<file path="src/internet_checksum_pseudo_header_core_assert.svh">
// ---------------------------------------------------------------------------
// checksum core assertion macros
// shared concurrent assertion forms, synchronous reset disables checking
// ---------------------------------------------------------------------------
`ifndef INTERNET_CHECKSUM_PSEUDO_HEADER_CORE_ASSERT_SVH
`define INTERNET_CHECKSUM_PSEUDO_HEADER_CORE_ASSERT_SVH

// same-cycle implication
`define ICPH_ASSERT_NOW(label, clk, rst, ante, cons) \
   label: assert property (@(posedge clk) disable iff (rst) (ante) |-> (cons)) \
      else $error("checksum core assertion failed");

// next-cycle implication
`define ICPH_ASSERT_NEXT(label, clk, rst, ante, cons) \
   label: assert property (@(posedge clk) disable iff (rst) (ante) |=> (cons)) \
      else $error("checksum core assertion failed");

`endif

</file>
<file path="src/icph_pkg.sv">
// ---------------------------------------------------------------------------
// checksum core package
// item types, checksum kind codes and pseudo-header constants
// ---------------------------------------------------------------------------
package icph_pkg;

   localparam int COUNT_W    = 17;
   localparam int ACC_W      = 32;

   // checksum kind codes, kind three behaves like plain ip
   localparam logic [1:0] KIND_IP    = 2'd0;
   localparam logic [1:0] KIND_UDP   = 2'd1;
   localparam logic [1:0] KIND_TCP   = 2'd2;
   localparam logic [1:0] KIND_SPARE = 2'd3;

   localparam logic [COUNT_W-1:0] UDP_PROTOCOL      = COUNT_W'(17);
   localparam logic [COUNT_W-1:0] TCP_PROTOCOL      = COUNT_W'(6);
   localparam logic [COUNT_W-1:0] PSEUDO_ADDR_BYTES = COUNT_W'(8);

   typedef struct packed {
      logic [7:0] data_byte;
      logic [1:0] kind;
      logic       first;
      logic       last;
   } req_type;

   typedef struct packed {
      logic [15:0] checksum_value;
      logic        length_error;
   } rsp_type;

endpackage

</file>
<file path="src/internet_checksum_pseudo_header_core.sv">
// ---------------------------------------------------------------------------
// internet checksum core with udp/tcp pseudo-header terms
// streams a byte region and returns the ones' complement checksum
// ---------------------------------------------------------------------------
// usage
//   req channel: one byte per item with kind, first and last marks; an item
//   is taken when req_valid is high and req_stall is low
//   rsp channel: one result item per region, sent after the item marked
//   last; taken when rsp_valid is high and rsp_stall is low
//   bytes pair big-endian into words, an odd tail byte gets a zero low byte
//   for udp/tcp the stream leads with source and destination address and the
//   protocol number plus byte count minus 8 are added to the sum
// timing
//   one item per cycle unless req_stall is high; the byte state register
//   updates in one 32-bit add per item
//   the last byte passes the input register, then the sum register, then
//   fold and invert into the result register, which drives rsp_valid
// reset and stall
//   reset empties all stages and clears sum, count, pending byte and kind
//   a stalled result holds in the output register while one more result
//   waits in the sum stage; byte items keep flowing until a second last
//   item meets a full sum stage, then req_stall rises
// ---------------------------------------------------------------------------
module internet_checksum_pseudo_header_core (
   input  logic              clock,
   input  logic              reset,
   input  logic              req_valid,
   output logic              req_stall,
   input  icph_pkg::req_type req_payload,
   output logic              rsp_valid,
   input  logic              rsp_stall,
   output icph_pkg::rsp_type rsp_payload
);
   import icph_pkg::*;

   `include "internet_checksum_pseudo_header_core_assert.svh"

   // input register
   logic    in_valid_ff, in_valid_in;
   req_type in_ff, in_in;

   // region state
   logic [ACC_W-1:0]   acc_ff, acc_in;
   logic [COUNT_W-1:0] cnt_ff, cnt_in;
   logic [7:0]         held_ff, held_in;
   logic               odd_ff, odd_in;
   logic [1:0]         mode_ff, mode_in;

   // sum stage, one finished region waiting for the fold
   logic               pend_valid_ff, pend_valid_in;
   logic [ACC_W-1:0]   pend_sum_ff, pend_sum_in;
   logic [COUNT_W-1:0] pend_extra_ff, pend_extra_in;
   logic               pend_err_ff, pend_err_in;

   // result register
   logic    rsp_valid_ff, rsp_valid_in;
   rsp_type rsp_ff, rsp_in;

   logic out_ready, pend_ready, in_fire, in_ready;

   // working values
   logic [ACC_W-1:0]   acc_base, addend, acc_sum, total;
   logic [COUNT_W-1:0] cnt_base, cnt_next, proto;
   logic [7:0]         held_base;
   logic               odd_base, counting, pseudo, err;
   logic [1:0]         mode_base;
   logic [16:0]        fold1;
   logic [15:0]        fold2;

   // handshake chain
   assign out_ready  = !rsp_valid_ff || !rsp_stall;
   assign pend_ready = !pend_valid_ff || out_ready;
   assign in_fire    = in_valid_ff && (!in_ff.last || pend_ready);
   assign in_ready   = !in_valid_ff || in_fire;
   assign req_stall  = !in_ready;

   assign rsp_valid   = rsp_valid_ff;
   assign rsp_payload = rsp_ff;

   // input register
   always_comb begin
      in_valid_in = in_valid_ff;
      in_in       = in_ff;
      if (in_ready) begin
         in_valid_in = req_valid;
         in_in       = req_payload;
      end
   end

   // byte accumulation and region close
   always_comb begin
      // a first mark starts from an empty region
      if (in_ff.first) begin
         acc_base  = '0;
         cnt_base  = '0;
         held_base = '0;
         odd_base  = 1'b0;
         mode_base = in_ff.kind;
      end else begin
         acc_base  = acc_ff;
         cnt_base  = cnt_ff;
         held_base = held_ff;
         odd_base  = odd_ff;
         mode_base = mode_ff;
      end

      // bytes past the saturated count are dropped
      counting = !cnt_base[COUNT_W-1];
      cnt_next = counting ? cnt_base + COUNT_W'(1) : cnt_base;

      // completed word, or the padded tail word when the region closes here
      if (counting) begin
         addend = odd_base ? {16'h0000, held_base, in_ff.data_byte}
                           : {16'h0000, in_ff.data_byte, 8'h00};
      end else begin
         addend = odd_base ? {16'h0000, held_base, 8'h00} : '0;
      end
      acc_sum = acc_base + addend;

      pseudo = (mode_base == KIND_UDP) || (mode_base == KIND_TCP);
      err    = cnt_next[COUNT_W-1] || (pseudo && (cnt_next < PSEUDO_ADDR_BYTES));
      proto  = (mode_base == KIND_UDP) ? UDP_PROTOCOL : TCP_PROTOCOL;

      acc_in        = acc_ff;
      cnt_in        = cnt_ff;
      held_in       = held_ff;
      odd_in        = odd_ff;
      mode_in       = mode_ff;
      pend_valid_in = pend_valid_ff;
      pend_sum_in   = pend_sum_ff;
      pend_extra_in = pend_extra_ff;
      pend_err_in   = pend_err_ff;

      if (pend_ready) begin
         pend_valid_in = in_fire && in_ff.last;
      end

      if (in_fire) begin
         mode_in = mode_base;
         if (in_ff.last) begin
            acc_in        = '0;
            cnt_in        = '0;
            held_in       = '0;
            odd_in        = 1'b0;
            pend_sum_in   = acc_sum;
            pend_err_in   = err;
            pend_extra_in = (pseudo && !err) ? proto + (cnt_next - PSEUDO_ADDR_BYTES) : '0;
         end else begin
            cnt_in = cnt_next;
            if (counting && odd_base) begin
               acc_in  = acc_sum;
               held_in = '0;
               odd_in  = 1'b0;
            end else if (counting) begin
               acc_in  = acc_base;
               held_in = in_ff.data_byte;
               odd_in  = 1'b1;
            end else begin
               acc_in  = acc_base;
               held_in = held_base;
               odd_in  = odd_base;
            end
         end
      end
   end

   // pseudo term add, fold to 16 bits and invert
   always_comb begin
      total = pend_sum_ff + {{(ACC_W-COUNT_W){1'b0}}, pend_extra_ff};
      fold1 = {1'b0, total[15:0]} + {1'b0, total[31:16]};
      fold2 = fold1[15:0] + {15'h0000, fold1[16]};

      rsp_valid_in = rsp_valid_ff;
      rsp_in       = rsp_ff;
      if (out_ready) begin
         rsp_valid_in                = pend_valid_ff;
         rsp_in.length_error         = pend_err_ff;
         rsp_in.checksum_value       = pend_err_ff ? 16'h0000 : ~fold2;
      end
   end

   always_ff @(posedge clock) begin
      if (reset) begin
         in_valid_ff   <= 1'b0;
         pend_valid_ff <= 1'b0;
         rsp_valid_ff  <= 1'b0;
         acc_ff        <= '0;
         cnt_ff        <= '0;
         held_ff       <= '0;
         odd_ff        <= 1'b0;
         mode_ff       <= KIND_IP;
      end else begin
         in_valid_ff   <= in_valid_in;
         pend_valid_ff <= pend_valid_in;
         rsp_valid_ff  <= rsp_valid_in;
         acc_ff        <= acc_in;
         cnt_ff        <= cnt_in;
         held_ff       <= held_in;
         odd_ff        <= odd_in;
         mode_ff       <= mode_in;
      end
   end

   // payload registers
   always_ff @(posedge clock) begin
      in_ff         <= in_in;
      pend_sum_ff   <= pend_sum_in;
      pend_extra_ff <= pend_extra_in;
      pend_err_ff   <= pend_err_in;
      rsp_ff        <= rsp_in;
   end

   // an error result never carries a checksum
   `ICPH_ASSERT_NOW(a_err_zero, clock, reset,
      rsp_valid_ff && rsp_ff.length_error, rsp_ff.checksum_value == 16'h0000)
   // byte count saturates at 65536 exactly
   `ICPH_ASSERT_NOW(a_cnt_sat, clock, reset, cnt_ff[COUNT_W-1], cnt_ff[COUNT_W-2:0] == '0)
   // no stale high byte without a pending flag
   `ICPH_ASSERT_NOW(a_held_clear, clock, reset, !odd_ff, held_ff == 8'h00)
   // closing a region leaves the state empty
   `ICPH_ASSERT_NEXT(a_region_clear, clock, reset, in_fire && in_ff.last,
      (cnt_ff == '0) && !odd_ff && (acc_ff == '0) && pend_valid_ff)
   // a waiting region result is not lost under output stall
   `ICPH_ASSERT_NEXT(a_pend_hold, clock, reset, pend_valid_ff && !out_ready,
      pend_valid_ff && $stable(pend_sum_ff))

endmodule

</file>
<file path="config.mk">
export PLATFORM = sky130hd
export DESIGN_NAME = internet_checksum_pseudo_header_core
export DESIGN_NICKNAME = d
export VERILOG_FILES = /design/src/icph_pkg.sv /design/src/internet_checksum_pseudo_header_core.sv
export VERILOG_INCLUDE_DIRS = /design/src /design/src/src
export SDC_FILE = /design/constraint.sdc
export NUM_CORES = 1
export LEC_CHECK = 0
export BUFFER_PORTS_ARGS = -buffer_cell sky130_fd_sc_hd__clkbuf_2
export CORE_MARGIN = 1
export CORE_UTILIZATION = 40
export DETAILED_ROUTE_END_ITERATION = 8
export GPL_TIMING_DRIVEN = 0
export SYNTH_ARGS = -nofsm -noshare
export SYNTH_HDL_FRONTEND = slang
export SYNTH_SLANG_ARGS = --single-unit
</file>
<file path="constraint.sdc">
create_clock -name clock -period 5.7 [get_ports clock]
set_input_delay 0.855 -clock clock [delete_from_list [all_inputs] [get_ports clock]]
set_output_delay 0.855 -clock clock [all_outputs]
set_load 0.005 [all_outputs]
</file>
==> results.sh <==
export IMPL_yosysWarnings=0
export IMPL_grt_pass1_vias=7494
export IMPL_worstPathBufferInverterCount=0
export IMPL_grt_overflow=0
export IMPL_mostFrequentLayoutCell="nor2_1"
export IMPL_fin_util=0.477
export IMPL_area_delta_synth_final_pct=16.2
export IMPL_crit_fanout=3
export IMPL_ant_nets=0
export IMPL_worstPathArrival_ns=6.11
export IMPL_grt_start_max_net_pins=28
export IMPL_skew_ns=0.0101
export IMPL_clock_root_buffer="clkbuf_16"
export IMPL_synthFlopType="edfxtp_1"
export IMPL_path_class="reg -> reg"
export IMPL_fin_ws_ns=-0.241
export IMPL_cp_start_kind="register"
export IMPL_irDropWorstVdd_mv=0.204
export IMPL_hold_path_class="reg -> reg"
export IMPL_firstDrtPassIters=5
export IMPL_max_freq_mhz=168
export IMPL_cts_hold_buf=0
export IMPL_pin_count=35
export IMPL_dieArea_sq_um=24900
export IMPL_drt_iter0_drc=457
export IMPL_critPathMaxStageDelay_ns=0.38
export IMPL_powerDensity_nw_per_um2=227
export IMPL_critical_path_required_ns=5.87
export IMPL_synthCells=1070
export IMPL_setup_tns_ns=-0.638
export IMPL_hold_worst_slack_ns=0.452
export IMPL_async_reset_ff_frac=0
export IMPL_period_share=1.04
export IMPL_endpoint_kind="register"
export IMPL_min_period_ns=5.94
export IMPL_cts_num_sinks=142
export IMPL_gr_usage_all_layers=0.199
export IMPL_pre_cts_slack_ns=-0.835
export IMPL_antenna_found_initial=0
export IMPL_cp_top_family="compound AO/OA/AOI/OAI gates"
export IMPL_cts_buffers=17
export IMPL_nNetsFinal=1256
export IMPL_clk_pin_slew_worst_paths_ns=0.06
export IMPL_vias=8003
export IMPL_worst_pin_slew_ns=0.975
export IMPL_layout_common_cells="123 x nor2_1, 79 x edfxtp_1, 78 x ha_1"
export IMPL_maxCapViolations=0
export IMPL_clockBufferDepth=2
export IMPL_drive_above_1_share=0.125
export IMPL_rsz0062_at_grt="yes"
export IMPL_syn_nets=1172
export IMPL_die_w_microns=158
export IMPL_setup_viol=4
export IMPL_drcViolationCount=0
export IMPL_ys_seq_area_frac=0.374
export IMPL_cts_tree="yes"
export IMPL_io_buffers=33
export IMPL_wl_per_cell_microns=16.0
export IMPL_dp_cells=1423
export IMPL_fin_cells=1486
export IMPL_routed_via_density=5.39
export IMPL_core_area_sq_um=23700
export IMPL_cp_slowest_cell="edfxtp_1"
export IMPL_hold_viol_final=0
export IMPL_ys_ff_latch=142
export IMPL_max_slew_margin=0.345
export IMPL_cts_max_level=4
export IMPL_leakagePower_nw=4.50
export IMPL_routed_wl_mm=23.8
export IMPL_diodes=0
export IMPL_ys_types=65
export IMPL_synth_area_sq_um=9730
export IMPL_crit_top_cell="ha_2"
export IMPL_start_util=0.411
export IMPL_outcome="complete, but fails checks"
export IMPL_synth_edf_count=79
export IMPL_place_congestion=0.888
export IMPL_die_height_microns=158
export IMPL_clock_latency_ns=0.43
export IMPL_violations="setup timing"
export IMPL_grt_pass1_wl_mm=38.1
export IMPL_avgSynthCellArea_sq_um=9.09
export IMPL_slew_viol_final=0
export IMPL_dpl_hpwl_mm=18.1
export IMPL_rows=56
## synth_stat cells (all sizes together), types with 10 or more instances
master	n	area, sq um
and3	33	206
o21ai	48	240
dfxtp	63	1260
nand4	14	87.6
xor2	37	324
a22o	15	131
clkbuf	29	109
nand2b	20	125
edfxtp	79	2370
ha	82	1030
or3	12	75.1
inv	39	146
nor3	22	110
a21o	19	143
nor2b	43	269
xnor2	64	561
nor2	125	469
nand3	35	175
and2	10	62.6
a22oi	32	240
nand2	57	214
a21oi	67	347
## worst min-delay path: stages, from the launching register on
cell	delay, ns
dfxtp_1	0.31
nand2_1	0.05
a21oi_1	0.05
## final timing paths
kind	startpoint	end	slack, ns	cells after the start
worst min-delay path	odd_ff	odd_ff	0.45	2
worst max-delay path	pend_sum_ff[0]	rsp_payload[16]	-0.24	29
worst min register to register	odd_ff	odd_ff	0.45	2
worst max register to register	pend_sum_ff[0]	rsp_payload[16]	-0.24	29
## routing by layer
layer | global-route usage | share of wire | vias up
li1 | - | - | 4072
met1 | 0.258 | 0.47 | 3709
met2 | 0.325 | 0.46 | 180
met3 | 0.0350 | 0.041 | 42
met4 | 0.0861 | 0.033 | 0
met5 | 0 | 0 | -
## cell families after synthesis
logic type               count (synthesis)  share of synthesized area
AO/OA/AOI/OAI                          256                      0.177
XOR/XNOR                               101                     0.0909
adder cells (fa/ha/maj)                 86                      0.114
buffers and inverters                   76                     0.0295
flip-flops                             142                      0.374
multiplexers                             3                    0.00322
AND/OR/NAND/NOR                        406                      0.212
## timing repair
item                       CTS  global route
gates resized for setup     24             9
pin swaps                   30            30
setup endpoints to repair   20            12
hold endpoints to repair     0             0
setup buffers               23            10
## cell type report
class | count | area (sq um)
Buffer | 35 | 136
Clock buffer | 19 | 433
Clock inverter | 13 | 139
Fill cell | 2338 | 12400
Inverter | 39 | 146
Multi-Input combinational cell | 852 | 5970
Sequential cell | 142 | 3630
Tap cell | 319 | 399
Timing Repair Buffer | 67 | 444
## stage by stage
step | total power, mW | cell area [sq um]
global route | 2.67 | 11300
CTS | 2.57 | 11200
finish | 2.57 | 11300
floorplan | 1.37 | 9760
global placement | 1.46 | 10300
detailed placement | 1.46 | 10400
## state kept, by name, summed over array words and instances, names as in the netlist
name	cells
mode_ff	2
pend_valid_ff	1
rsp_valid	1
odd_ff	1
pend_err_ff	1
cnt_ff	17
held_ff	8
in_ff	12
rsp_payload	17
in_valid_ff	1
pend_extra_ff	17
pend_sum_ff	32
acc_ff	32
## where the power goes
part	total, mW	switching [mW]	internal, mW
registers	1.13	0.0164	1.11
logic	0.344	0.196	0.148
clock network	1.09	0.450	0.645
total	2.57	0.662	1.91
(Power assumes the default switching activity.)
